File: src/rtl/mbld_pkg.sv
// Shared types, mode codes and character classification for the mail body line decoder.
package mbld_pkg;

  localparam logic [1:0] MODE_PASS = 2'd0;
  localparam logic [1:0] MODE_B64  = 2'd1;
  localparam logic [1:0] MODE_QP   = 2'd2;

  localparam logic [7:0] CHAR_LF  = 8'd10;
  localparam logic [7:0] CHAR_EQ  = 8'd61;
  localparam logic [7:0] CHAR_PLS = 8'd43;
  localparam logic [7:0] CHAR_SLS = 8'd47;

  localparam logic [1:0] ESC_IDLE = 2'd0;
  localparam logic [1:0] ESC_SIGN = 2'd1;
  localparam logic [1:0] ESC_HELD = 2'd2;

  localparam int MaxRes = 3;

  // Up to three decoded bytes handed to the result buffer, byte 0 goes out first.
  typedef struct packed {
    logic                          valid;
    logic [1:0]                    cnt;
    logic [MaxRes-1:0][7:0]        bytes;
  } res_t;

  // {hit, 6-bit value} of a base64 alphabet character.
  function automatic logic [6:0] sextet_of(input logic [7:0] c);
    logic [7:0] d;
    d = 8'h00;
    if (c inside {[8'd65:8'd90]}) begin
      d = c - 8'd65;
      return {1'b1, d[5:0]};
    end else if (c inside {[8'd97:8'd122]}) begin
      d = c - 8'd71;
      return {1'b1, d[5:0]};
    end else if (c inside {[8'd48:8'd57]}) begin
      d = c + 8'd4;
      return {1'b1, d[5:0]};
    end else if (c == CHAR_PLS) begin
      return {1'b1, 6'd62};
    end else if (c == CHAR_SLS) begin
      return {1'b1, 6'd63};
    end
    return {1'b0, d[5:0]};
  endfunction

  // {hit, 4-bit value} of a hex digit, either case.
  function automatic logic [4:0] hex_of(input logic [7:0] c);
    logic [7:0] d;
    d = 8'h00;
    if (c inside {[8'd48:8'd57]}) begin
      d = c - 8'd48;
      return {1'b1, d[3:0]};
    end else if (c inside {[8'd65:8'd70]}) begin
      d = c - 8'd55;
      return {1'b1, d[3:0]};
    end else if (c inside {[8'd97:8'd102]}) begin
      d = c - 8'd87;
      return {1'b1, d[3:0]};
    end
    return {1'b0, d[3:0]};
  endfunction

endpackage

File: src/rtl/mail_body_line_decoder_top.sv
// Top level of the mail body line decoder: mode register, decode core and result buffer.
//
// Input channel (in_valid/in_ready): one word per cycle, a character in
// in_char_in or a line end when in_line_end is set. Output channel
// (out_valid/out_ready): decoded bytes, out_last set on the final byte a
// word causes. Config channel (cfg_valid/cfg_ready) writes the decode mode:
// 0 passthrough, 1 base64, 2 quoted-printable; always ready. The user must
// see that it is written only while the block is idle; the block itself
// does not enforce this. The first byte of a word passes through the input
// register and then the result buffer before it shows on out_*. One word
// per cycle is taken while each word yields at most one byte and the
// receiver is ready; a word with two or three bytes (line end with a pending
// escape, escape whose first character is not a hex digit) holds the result
// buffer until it has drained, one byte per cycle while the receiver is
// ready. Words that yield nothing retire without touching the buffer. Reset
// clears the mode to passthrough and all line state. On a receiver stall the
// buffer keeps its bytes and in_ready drops when a word with bytes is waiting.
module mail_body_line_decoder_top (
  input  logic       clk,
  input  logic       rst_n,
  input  logic       cfg_valid,
  output logic       cfg_ready,
  input  logic [1:0] cfg_decode_mode,
  input  logic       in_valid,
  output logic       in_ready,
  input  logic [7:0] in_char_in,
  input  logic       in_line_end,
  output logic       out_valid,
  input  logic       out_ready,
  output logic [7:0] out_byte_out,
  output logic       out_last
);
  import mbld_pkg::*;

  logic [1:0] mode_r;
  res_t       res;
  logic       can_load;

  assign cfg_ready = 1'b1;

  always_ff @(posedge clk) begin
    if (!rst_n) begin
      mode_r <= MODE_PASS;
    end else if (cfg_valid && cfg_ready) begin
      mode_r <= cfg_decode_mode;
    end
  end

  mbld_core u_core (
    .clk         (clk),
    .rst_n       (rst_n),
    .mode        (mode_r),
    .in_valid    (in_valid),
    .in_ready    (in_ready),
    .in_char_in  (in_char_in),
    .in_line_end (in_line_end),
    .can_load    (can_load),
    .res_o       (res)
  );

  mbld_obuf u_obuf (
    .clk          (clk),
    .rst_n        (rst_n),
    .res_i        (res),
    .can_load     (can_load),
    .out_valid    (out_valid),
    .out_ready    (out_ready),
    .out_byte_out (out_byte_out),
    .out_last     (out_last)
  );

  // a load always carries at least one byte
  a_load_nonempty: assert property (@(posedge clk) disable iff (!rst_n)
    res.valid |-> (res.cnt != 2'd0))
    else $error("empty load into result buffer");

  // never overwrite bytes that are still owed to the receiver
  a_load_free: assert property (@(posedge clk) disable iff (!rst_n)
    res.valid |-> can_load)
    else $error("result buffer overwritten");

  // a load shows up on the output in the next cycle with its first byte
  a_load_shows: assert property (@(posedge clk) disable iff (!rst_n)
    res.valid |=> (out_valid && (out_byte_out == $past(res.bytes[0]))))
    else $error("loaded byte not presented");

  a_reset_empty: assert property (@(posedge clk)
    !rst_n |=> !out_valid)
    else $error("output valid after reset");

endmodule

File: src/rtl/mbld_core.sv
// Input register, line state and single-pass decode of one word into up to three bytes.
module mbld_core (
  input  logic              clk,
  input  logic              rst_n,
  input  logic [1:0]        mode,
  input  logic              in_valid,
  output logic              in_ready,
  input  logic [7:0]        in_char_in,
  input  logic              in_line_end,
  input  logic              can_load,
  output mbld_pkg::res_t    res_o
);
  import mbld_pkg::*;

  logic        v_r, v_nxt;
  logic [7:0]  char_r;
  logic        end_r;

  logic [11:0] acc_r, acc_nxt;
  logic [1:0]  phase_r, phase_nxt;
  logic        pad_r, pad_nxt;
  logic [1:0]  esc_r, esc_nxt;
  logic [7:0]  held_r, held_nxt;

  logic [1:0]            cnt;
  logic [MaxRes-1:0][7:0] bytes;
  logic [6:0]            sx;
  logic [4:0]            hi, lo;
  logic [11:0]           acc_sh;
  logic                  move;

  always_comb begin
    acc_nxt   = acc_r;
    phase_nxt = phase_r;
    pad_nxt   = pad_r;
    esc_nxt   = esc_r;
    held_nxt  = held_r;
    cnt       = 2'd0;
    bytes     = '0;
    sx        = sextet_of(char_r);
    hi        = hex_of(held_r);
    lo        = hex_of(char_r);
    acc_sh    = {acc_r[5:0], sx[5:0]};

    if (end_r) begin
      // flush an unfinished escape literally, then the newline
      case (esc_r)
        ESC_IDLE: begin
          bytes[0] = CHAR_LF;
          cnt      = 2'd1;
        end
        ESC_SIGN: begin
          bytes[0] = CHAR_EQ;
          bytes[1] = CHAR_LF;
          cnt      = 2'd2;
        end
        default: begin
          bytes[0] = CHAR_EQ;
          bytes[1] = held_r;
          bytes[2] = CHAR_LF;
          cnt      = 2'd3;
        end
      endcase
      acc_nxt   = '0;
      phase_nxt = '0;
      pad_nxt   = 1'b0;
      esc_nxt   = ESC_IDLE;
      held_nxt  = '0;
    end else begin
      case (mode)
        MODE_B64: begin
          if (!pad_r) begin
            if (char_r == CHAR_EQ) begin
              pad_nxt = 1'b1;
            end else if (sx[6]) begin
              acc_nxt   = acc_sh;
              phase_nxt = phase_r + 2'd1;
              case (phase_r)
                2'd1: begin
                  bytes[0] = acc_sh[11:4];
                  cnt      = 2'd1;
                end
                2'd2: begin
                  bytes[0] = acc_sh[9:2];
                  cnt      = 2'd1;
                end
                2'd3: begin
                  bytes[0] = acc_sh[7:0];
                  cnt      = 2'd1;
                end
                default: cnt = 2'd0;
              endcase
            end
          end
        end
        MODE_QP: begin
          case (esc_r)
            ESC_IDLE: begin
              if (char_r == CHAR_EQ) begin
                esc_nxt = ESC_SIGN;
              end else begin
                bytes[0] = char_r;
                cnt      = 2'd1;
              end
            end
            ESC_SIGN: begin
              held_nxt = char_r;
              esc_nxt  = ESC_HELD;
            end
            default: begin
              if (!hi[4]) begin
                bytes[0] = CHAR_EQ;
                bytes[1] = held_r;
                bytes[2] = char_r;
                cnt      = 2'd3;
              end else if (!lo[4]) begin
                bytes[0] = {4'h0, hi[3:0]};
                cnt      = 2'd1;
              end else begin
                bytes[0] = {hi[3:0], lo[3:0]};
                cnt      = 2'd1;
              end
              esc_nxt  = ESC_IDLE;
              held_nxt = '0;
            end
          endcase
        end
        default: begin
          bytes[0] = char_r;
          cnt      = 2'd1;
        end
      endcase
    end
  end

  // a word that yields nothing retires even while the buffer is busy
  assign move     = v_r && ((cnt == 2'd0) || can_load);
  assign in_ready = !v_r || move;

  assign res_o.valid = move && (cnt != 2'd0);
  assign res_o.cnt   = cnt;
  assign res_o.bytes = bytes;

  always_comb begin
    v_nxt = v_r;
    if (in_valid && in_ready) begin
      v_nxt = 1'b1;
    end else if (move) begin
      v_nxt = 1'b0;
    end
  end

  always_ff @(posedge clk) begin
    if (!rst_n) begin
      v_r     <= 1'b0;
      acc_r   <= '0;
      phase_r <= '0;
      pad_r   <= 1'b0;
      esc_r   <= ESC_IDLE;
      held_r  <= '0;
    end else begin
      v_r <= v_nxt;
      if (move) begin
        acc_r   <= acc_nxt;
        phase_r <= phase_nxt;
        pad_r   <= pad_nxt;
        esc_r   <= esc_nxt;
        held_r  <= held_nxt;
      end
    end
  end

  always_ff @(posedge clk) begin
    if (in_valid && in_ready) begin
      char_r <= in_char_in;
      end_r  <= in_line_end;
    end
  end

endmodule

File: src/rtl/mbld_obuf.sv
// Result buffer: sends a word's decoded bytes one per cycle while out_ready.
module mbld_obuf (
  input  logic              clk,
  input  logic              rst_n,
  input  mbld_pkg::res_t    res_i,
  output logic              can_load,
  output logic              out_valid,
  input  logic              out_ready,
  output logic [7:0]        out_byte_out,
  output logic              out_last
);
  import mbld_pkg::*;

  logic [MaxRes-1:0][7:0] bytes_r, bytes_nxt;
  logic [1:0]             rem_r, rem_nxt;

  assign out_valid    = (rem_r != 2'd0);
  assign out_byte_out = bytes_r[0];
  assign out_last     = (rem_r == 2'd1);
  assign can_load     = (rem_r == 2'd0) || (out_last && out_ready);

  always_comb begin
    rem_nxt   = rem_r;
    bytes_nxt = bytes_r;
    if (res_i.valid) begin
      rem_nxt   = res_i.cnt;
      bytes_nxt = res_i.bytes;
    end else if (out_valid && out_ready) begin
      rem_nxt   = rem_r - 2'd1;
      bytes_nxt = {8'h00, bytes_r[MaxRes-1:1]};
    end
  end

  always_ff @(posedge clk) begin
    if (!rst_n) begin
      rem_r <= 2'd0;
    end else begin
      rem_r <= rem_nxt;
    end
  end

  always_ff @(posedge clk) begin
    bytes_r <= bytes_nxt;
  end

endmodule
File: config.mk
export PLATFORM = sky130hd
export DESIGN_NAME = mail_body_line_decoder_top
export DESIGN_NICKNAME = d
export VERILOG_FILES = /design/src/rtl/mbld_pkg.sv /design/src/rtl/mail_body_line_decoder_top.sv /design/src/rtl/mbld_core.sv /design/src/rtl/mbld_obuf.sv
export SDC_FILE = /design/constraint.sdc
export NUM_CORES = 1
export LEC_CHECK = 0
export BUFFER_PORTS_ARGS = -buffer_cell sky130_fd_sc_hd__buf_2
export CORE_ASPECT_RATIO = 0.5
export CORE_MARGIN = 4
export CORE_UTILIZATION = 65
export CTS_CLUSTER_DIAMETER = 40
export DETAILED_ROUTE_END_ITERATION = 10
export PLACE_DENSITY = 0.85
export SLEW_MARGIN = 0
export SYNTH_ARGS = -nofsm -noshare
export SYNTH_HDL_FRONTEND = slang
export SYNTH_SLANG_ARGS = --single-unit
File: constraint.sdc
create_clock -name clk -period 5.4 [get_ports clk]
set_input_delay 0.54 -clock clk [delete_from_list [all_inputs] [get_ports clk]]
set_output_delay 0.54 -clock clk [all_outputs]
set_load 0.005 [all_outputs]
==> results of run 1 <==
## synthesized netlist by cell type (4+ instances only)
library cell  number
nand2_1           58
a21oi_1           35
o21ai_0           34
edfxtp_1          33
nand3_1           28
inv_1             25
dfxtp_1           24
nor2_1            24
ha_1              22
clkbuf_1          17
nor2b_1           13
buf_4             11
nand2b_1           9
a31oi_1            8
nor3_1             7
a211oi_1           6
and3_1             6
a222oi_1           5
buf_1              5
buf_2              5
o21a_1             5
xnor2_1            4
## metal layers
layer  up-vias  global-route usage
met5         -                   0
met4         0               0.136
met3        36              0.0894
met2       283               0.483
met1      1700               0.426
li1       1679                   -
## flip-flops by register name, summed over array words and instances, names as in the netlist
| name | flops |
|---|---|
| mode_r | 2 |
| u_core.acc_r | 6 |
| u_core.char_r | 8 |
| u_core.end_r | 1 |
| u_core.esc_r | 2 |
| u_core.held_r | 8 |
| u_core.pad_r | 1 |
| u_core.phase_r | 2 |
| u_core.v_r | 1 |
| u_obuf.bytes_r | 16 |
| u_obuf.out_byte_out | 8 |
| u_obuf.rem_r | 2 |
## report_power, final
group / switching (µW) / leakage [µW] / internal [µW]
sequential: 57.9 / 0.000515 / 555
combinational: 212 / 0.000970 / 114
clock: 201 / 0.000160 / 448
total: 470 / 0.00165 / 1120
## through the flow
step	hold WS, ns	util	instance area [µm²]
floorplan	0.435	-	3990
global placement	0.446	0.703	4010
detailed placement	0.459	0.703	4010
CTS	0.377	0.762	4350
global route	0.373	0.762	4350
finish	0.381	0.762	4350
## cells in the final DEF, fill, tap and decap left out, types with 13 or more instances in the layout
cell and instances:
ha_1 22, nor2b_1 13, nor2_1 24, buf_2 26
inv_1 25, o21ai_0 34, dfxtp_1 24, nand3_1 28
nand2_1 58, a21oi_1 35, edfxtp_1 33
## logic make-up (layout without fill, tap and decap cells)
logic type,count (synthesis),count (layout),synth area share
other,1,1,0.000940
multiplexers,4,4,0.0107
adder cells (fa/ha/maj),22,22,0.0690
flip-flops,57,57,0.369
AND/OR/NAND/NOR,165,165,0.208
buffers and inverters,65,68,0.0768
AO/OA/AOI/OAI,143,143,0.254
XOR/XNOR,5,5,0.0110
## cell type report
type	instances	area share
Inverter	25	0.0216
Sequential cell	57	0.339
Tap cell	73	0.0210
Clock inverter	6	0.0245
Timing Repair Buffer	27	0.0317
Clock buffer	10	0.0527
Multi-Input combinational cell	340	0.510
## critical path: stages, from the launching register on
cell and delay, ns:
edfxtp_1 0.65, inv_1 0.30, ha_1 0.37, nor2b_1 0.16
o21ai_1 0.36, o21ai_0 0.27, a311o_1 0.54, a21boi_2 0.60
nor2_1 0.14, inv_1 0.69, o22ai_1 0.15, o21a_1 0.20
## worst min-delay path by stage
stage	cells past startpoint	from	to	slack [ns]
4_1_cts	1	in_char_in[0]	u_core.char_r[0]	0.38
3_5_place_dp	2	u_core.acc_r[4]	u_core.acc_r[4]	0.46
5_1_grt	1	in_char_in[3]	u_core.char_r[3]	0.37
6_report	1	in_char_in[0]	u_core.char_r[0]	0.38
3_3_place_gp	2	u_core.acc_r[4]	u_core.acc_r[4]	0.45
2_1_floorplan	2	u_core.acc_r[4]	u_core.acc_r[4]	0.44
==> results.md, run 1 <==
- CP Class: register to register
- FFs w/ async S/R, synth: 0
- Crit path from: u_core.char_r[2]
- Finished Layout Cells: 538
- Gr usage total: 0.318
- Diodes inserted: 0
- Mapped Cells: around 460
- Setup crit end: u_obuf.rem_r[0]
- Height of the chip: between 60 and 70 µm
- Worst reg2reg path depth: 11
- Initial Util: 0.699
- CTS buffer count: 9
- Cell variety after synth: between 70 and 80
- DR pass1 iterations: 6
- CTS-repair resized insts: 0
- Worst setup margin: 0.869 ns
- Final cycle utilization of the critical path: 0.839
- DR WL/cell: approximately 22 µm
- I/O pins: 28
- IO buf count: 26
- Die X: 119 µm
- DIE AREA: ~7500 µm²
- Critical Path Source Type: register
- Yosys top cell area share: 0.248
- Status: finished, final reports clean
- Critical R2R Capture: u_obuf.rem_r[0]
- CTS sink count: between 50 and 60
- Largest net degree at the start of global routing: 29
- Leak Pwr: roughly 0.0016 µW
- Met1 wire length: 4.63 mm
- Min Tclk post-route: roughly 4.5 ns
- Top cells by area, synth: edfxtp_1 25%, dfxtp_1 12%, ha_1 6.9%
- Max layer used: met4
- Prevailing post-synth register cell: edfxtp_1
- Final setup fails: 0
- Post-DRT Antenna Nets: 0
- Fraction of layout cells with a size suffix above 1: 0.125
- Total negative slack: 0 ns
- Max Clock Skew: between 0.005 and 0.006 ns
- R2R Setup Slk: between 0.8 and 0.9 ns
- Detailed Place HPWL: slightly above 8 mm
- Sequential fraction of the synthesis area: 0.369
- Worst-Skew Late Latency: about 0.33 ns
- CTS tree: yes
- First-pass GRT wire length: 18.4 mm
- Nets: 498
- H-tree levels: 3
- Filler cell count: between 400 and 500
- Placed cells: about 520
- Data required, critical path: 5.63 ns
- Via density: between 6 and 7
- Via count: 3698
- Reg area: around 1500 µm²
- Unrepaired setup endpoints after global routing: false
- Hold Fails Final Rpt: 0
- WP data arrival: roughly 4.8 ns
- Gr ovfl total: 0
- Slew HR: 0.358
- Post-synth EDFFs: 33
- Core ar.: 5710 µm²
- Hold buffers post-CTS: 0
- Max-slew violations: 0
- Met2 routed WL: 5.13 mm
- Worst Setup End Kind: register
- CTS Root Cell: clkbuf_16
- Routability congestion estimate: approximately 0.94
- VDD IR-drop max: approximately 310 µV
- Clk slew on worst S/H paths: approximately 0.050 ns
- Fmax achieved: about 220 MHz
- Area growth, synth to finish: 8.97%
- Max_cap viols: 0
- Post-synth top area cell: edfxtp_1
- Final wirelength: 11.6 mm
- Power, Total: 1590 µW
- R2R Path Start: u_core.char_r[2]
- Syn_nets: 500
- Place WS: between 0.9 and 1 ns
- Syn Area/Cell: 8.63 µm²
- Post-CTS setup buffers: 0
- Yosys warning count: 0
- Yosys reg bits: 57
- Area occupied by multi-input gates: between 2000 and 2500 µm²
- DRC viols: 0
- Worst slew pin tran: ~0.96 ns
- Crit path max fanout: 26
- Drt first-iter violations: 641
- Met3 WL post-DR: ~1.5 mm
- Row count: 19
- Pwr/cell area: approximately 370 nW/µm²
- Worst hold path type: primary input to register
- Post-Syn Area: 3990 µm²
- Max clock buf depth: 2
- Antenna violations before repair: 0
- Vias in the first global route: around 3.4k
Power figures use the tool's default switching activity.
==> run 2, diff against run 1 <==
CORE_UTILIZATION = 61   (was 65)
PLACE_DENSITY = 0.8   (was 0.85)
clock period = 4.2 ns   (was 5.4 ns; I/O delays follow)
==> results.md, run 2 (synthesis gave the netlist of run 1 again) <==
- Data required, critical path: between 3 and 4 ns
- CTS-repair resized insts: 0
- Status: finished, final reports clean
- Placed cells: 547
- Fraction of layout cells with a size suffix above 1: 0.143
- WHS: about 0.26 ns
- Detailed Place HPWL: 8.23 mm
- DR pass1 iterations: 7
- Row count: 20
- Vias in the first global route: roughly 3.6k
- DIE AREA: ~8000 µm²
- Diodes inserted: 0
- CP max stage delay: a little over 0.6 ns
- Slew HR: 0.516
- WHS Path Cells: 1
- I/O pins: 28
- Gr usage total: 0.307
- WP data arrival: approximately 3.3 ns
- Seq pwr share: 0.396
- Area growth, synth to finish: 10.2%
- Clk slew on worst S/H paths: about 0.05 ns
- R2R Setup Slk: roughly 0.64 ns
- Min-Delay Endpoint: u_core.end_r
- Worst Setup End Kind: output pin
- Gr ovfl total: 0
- Comb pwr share: 0.231
- Final wirelength: between 10 and 15 mm
- Final setup fails: 0
- Leak Pwr: roughly 0.0017 µW
- Pwr/cell area: 444 nW/µm²
- VDD IR-drop max: about 260 µV
- CTS Root Cell: clkbuf_16
- Commonest non-fill, non-tap cell in the layout: nand2_1
- Max-slew violations: 0
- Worst slew pin tran: ~0.73 ns
- Max reg flops: 16
- Height of the chip: around 65 µm
- CP Class: register to output pin
- Finished Layout Cells: around 560
- P_sw: 607 µW
- Post-DRT Antenna Nets: 0
- Final core utilization: 0.708
- Most frequent cells in the layout: 58 x nand2_1, 35 x a21oi_1, 34 x o21ai_0, 33 x edfxtp_1, 28 x nand3_1
- Internal: 1350 µW
- Worst setup margin: between 0.4 and 0.5 ns
- Core ar.: about 6200 µm²
- Largest net degree at the start of global routing: 29
- Worst hold path type: primary input to register
- Max clock buf depth: 2
- First-pass GRT wire length: between 15 and 20 mm
- Hold buffers post-CTS: 0
- Most used cell, CP: inv_1
- Worst hold start: in_line_end
- Critical Path Source Type: register
- Crit path max fanout: 14
- Final cycle utilization of the critical path: 0.887
- Antenna violations before repair: 0
- CP cell instances: inv_1, ha_1, nor2b_1, o21ai_1, o21ai_0, a311o_1, a21oi_1, inv_1, buf_2
- Max_cap viols: 0
- Initial Util: 0.643
- Worst path bufs/invs: 3
- Crit-path slowest cell: edfxtp_1
- H-tree levels: 3
- Worst-Skew Late Latency: 0.34 ns
- Fmax achieved: around 270 MHz
- Die X: around 120 µm
- Via count: 3796
- Sw frac: 0.311
- Drt first-iter violations: around 560
- Total negative slack: 0 ns
- Nets: around 500
- Critical R2R Capture: u_obuf.out_byte_out[5]
- Unrepaired setup endpoints after global routing: false
- IO buf count: 26
- Post-CTS setup buffers: 0
- Routability congestion estimate: roughly 0.96
- Place WS: 0.758 ns
- Clock power share: 0.374
- Via density: 6.74
- Hold Fails Final Rpt: 0
- Max Clock Skew: 0.00959 ns
- CP delay by family, top: compound AO/OA/AOI/OAI gates
- CTS sink count: 57
- R2R Path Start: u_core.char_r[1]
- CTS tree: yes
- Top reg by flops: u_obuf.bytes_r
- Worst reg2reg path depth: 10
- DRC viols: 0
- CTS buffer count: 9
- Min Tclk post-route: between 3 and 4 ns
- DR WL/cell: 20.7 µm
run 2: how the worst max path moves through the flow:
stage	from	end	slack [ns]	depth (start not counted)
after floorplan	u_core.char_r[2]	u_obuf.rem_r[0]	0.63	14
after global placement	u_core.char_r[1]	u_obuf.out_byte_out[5]	0.81	10
after detailed placement	u_core.char_r[1]	u_obuf.out_byte_out[5]	0.76	10
after CTS	u_core.char_r[1]	in_ready	0.55	9
after global routing	u_core.char_r[1]	in_ready	0.25	9
final	u_core.char_r[1]	in_ready	0.48	9
run 2: stage by stage:
step	power (µW)	instance area [µm²]
3_5_place_dp	1220	4100
3_3_place_gp	1210	4100
5_1_grt	2030	4400
2_1_floorplan	1090	3990
6_report	1950	4400
4_1_cts	1950	4400
run 2: final cells by class:
cell class / instances / area (µm²)
Clock buffer: 11 / 243
Clock inverter: 5 / 55.1
Fill cell: 496 / 1810
Inverter: 25 / 93.8
Multi-Input combinational cell: 340 / 2210
Sequential cell: 57 / 1470
Tap cell: 88 / 110
Timing Repair Buffer: 37 / 213
run 2: worst reg2reg max path, delay by kind of cell, from the launching register on:
family          cells  cell delay (ns)
buf+inv             1             0.23
compound gates      5             1.60
flops               1             0.62
fa+ha+maj           1             0.27
simple gates        3             0.58
run 2: metal layers:
metal  track usage  vias up  share of wire
met5             0        -              0
met1         0.408     1783           0.40
li1              -     1694              -
met2         0.459      277           0.43
met3         0.107       42           0.14
met4         0.124        0          0.030
run 2: power groups by stage:
stage	clock network, µW	registers [µW]	logic [µW]
floorplan	0	745	342
global placement	0	776	432
detailed placement	0	781	437
CTS	737	771	439
global route	761	779	494
finish	730	773	451
==> run 3, diff against run 2 <==
PLACE_DENSITY = not set   (was 0.8)
PLACE_DENSITY_LB_ADDON = 0.2   (was not set)
==> results.md, run 3 (synthesis gave the netlist of run 1 again) <==
- Total negative slack: 0 ns
- Slew HR: 0.540
- IO buf count: 26
- CTS Root Cell: clkbuf_16
- Worst hold path type: primary input to register
- Leak Pwr: between 0.0015 and 0.002 µW
- Area occupied by multi-input gates: around 2200 µm²
- Gr usage total: 0.305
- First-pass GRT wire length: 18.5 mm
- Height of the chip: 65.2 µm
- Status: finished, final reports clean
- Hold buffers post-CTS: 0
- Min Tclk post-route: between 3 and 4 ns
- Routability congestion estimate: approximately 0.97
- DIE AREA: between 7000 and 8000 µm²
- Max_cap viols: 0
- Nets: a little over 500
- Worst reg2reg path depth: 10
- Post-CTS setup buffers: 0
- Via density: between 6 and 7
- Critical Path Source Type: register
- Final cycle utilization of the critical path: 0.849
- I/O pins: 28
- CTS buffer count: 9
- Reg area: between 1000 and 1500 µm²
- Worst-Skew Late Latency: 0.34 ns
- Fraction of layout cells with a size suffix above 1: 0.151
- Diodes inserted: 0
- H-tree levels: 3
- DRC viols: 0
- Fmax achieved: 280 MHz
- Max-slew violations: 0
- CP Class: register to output pin
- Pwr/cell area: roughly 450 nW/µm²
- Initial Util: 0.643
- Worst Setup End Kind: output pin
- Gr ovfl total: 0
- CTS sink count: 57
- Crit path max fanout: 11
- Data required, critical path: between 3 and 4 ns
- Post-DRT Antenna Nets: 0
- WP data arrival: between 3 and 4 ns
- Max Clock Skew: just over 0.006 ns
- Largest net degree at the start of global routing: 29
- CTS-repair resized insts: 0
- VDD IR-drop max: 292 µV
- Detailed Place HPWL: 8.34 mm
- Via count: roughly 3.8k
- Drt first-iter violations: 607
- Die X: 122 µm
- Clk slew on worst S/H paths: approximately 0.050 ns
- Vias in the first global route: around 3.5k
- Final wirelength: between 10 and 15 mm
- WHS Path Cells: 1
- Row count: 20
- Filler cell count: 470
- Top reg by flops: u_obuf.bytes_r
- DR WL/cell: 20.6 µm
- Power, Total: 2020 µW
- Worst slew pin tran: about 0.69 ns
- Antenna violations before repair: 0
- Unrepaired setup endpoints after global routing: false
- Max reg flops: 16
- Max clock buf depth: 2
- Commonest non-fill, non-tap cell in the layout: nand2_1
- Core ar.: between 6000 and 7000 µm²
- Final setup fails: 0
- Hold Fails Final Rpt: 0
- DR pass1 iterations: 5
- Area growth, synth to finish: 11.4%
- Most frequent cells in the layout: 58 x nand2_1, 35 x a21oi_1, 34 x o21ai_0, 33 x edfxtp_1, 28 x nand3_1
- CTS tree: yes
run 3: changes by cell type in the layout (fill, tap and decap cells not counted):
cell / previous run / this run
buf_4: 11 / 14
clkbuf_1: 1 / 0
clkbuf_16: 9 / 10
clkbuf_8: 1 / 0
clkinv_2: 2 / 0
clkinv_4: 0 / 4
clkinvlp_4: 2 / 0
inv_6: 0 / 1
run 3: metal layers:
| layer | wire [µm] | GRT usage | part of all wire |
|---|---|---|---|
| met2 | 5050 | 0.461 | 0.43 |
| met1 | 4910 | 0.406 | 0.42 |
| met4 | 244 | 0.105 | 0.021 |
| met3 | 1480 | 0.109 | 0.13 |
| met5 | 0 | 0 | 0 |
run 3: final timing paths:
check	from	to	slack (ns)
worst max register to register	u_core.char_r[0]	u_obuf.out_byte_out[1]	0.73
worst min register to register	u_core.acc_r[3]	u_core.acc_r[3]	0.48
worst max-delay path	u_core.char_r[2]	in_ready	0.63
worst min-delay path	in_char_in[3]	u_core.char_r[3]	0.26
run 3: report_power, final:
group	internal, µW	total, µW	switching, µW
Combinational	169	476	307
Clock	500	781	281
Sequential	711	761	49.9
run 3: worst max-delay path, cell delays in order, from the launching register on:
cell      delay [ns]
edfxtp_1        0.38
buf_4           0.20
ha_1            0.29
nand2b_1        0.17
o21ai_1         0.42
o21ai_0         0.30
a311o_1         0.54
a21oi_1         0.32
inv_1           0.07
buf_2           0.13
run 3: metrics by stage:
step / hold WS (ns) / instance area, µm² / cells / setup slack [ns] / utilization
finish: 0.259 / 4450 / 566 / 0.632 / 0.716
global route: 0.250 / 4450 / 566 / 0.401 / 0.716
CTS: 0.252 / 4450 / 566 / 0.716 / 0.716
detailed placement: 0.468 / 4120 / 550 / 0.838 / 0.664
global placement: 0.449 / 4120 / 550 / 0.785 / 0.664
floorplan: 0.435 / 3990 / 462 / 0.630 / -
run 3: area by class of cell:
type / count / share of cell area
clock inverter: 6 / 0.0166
inverter: 25 / 0.0211
tap: 88 / 0.0248
clock buffer: 10 / 0.0563
sequential: 57 / 0.331
multi-input combinational: 340 / 0.497
timing repair buffer: 40 / 0.0529
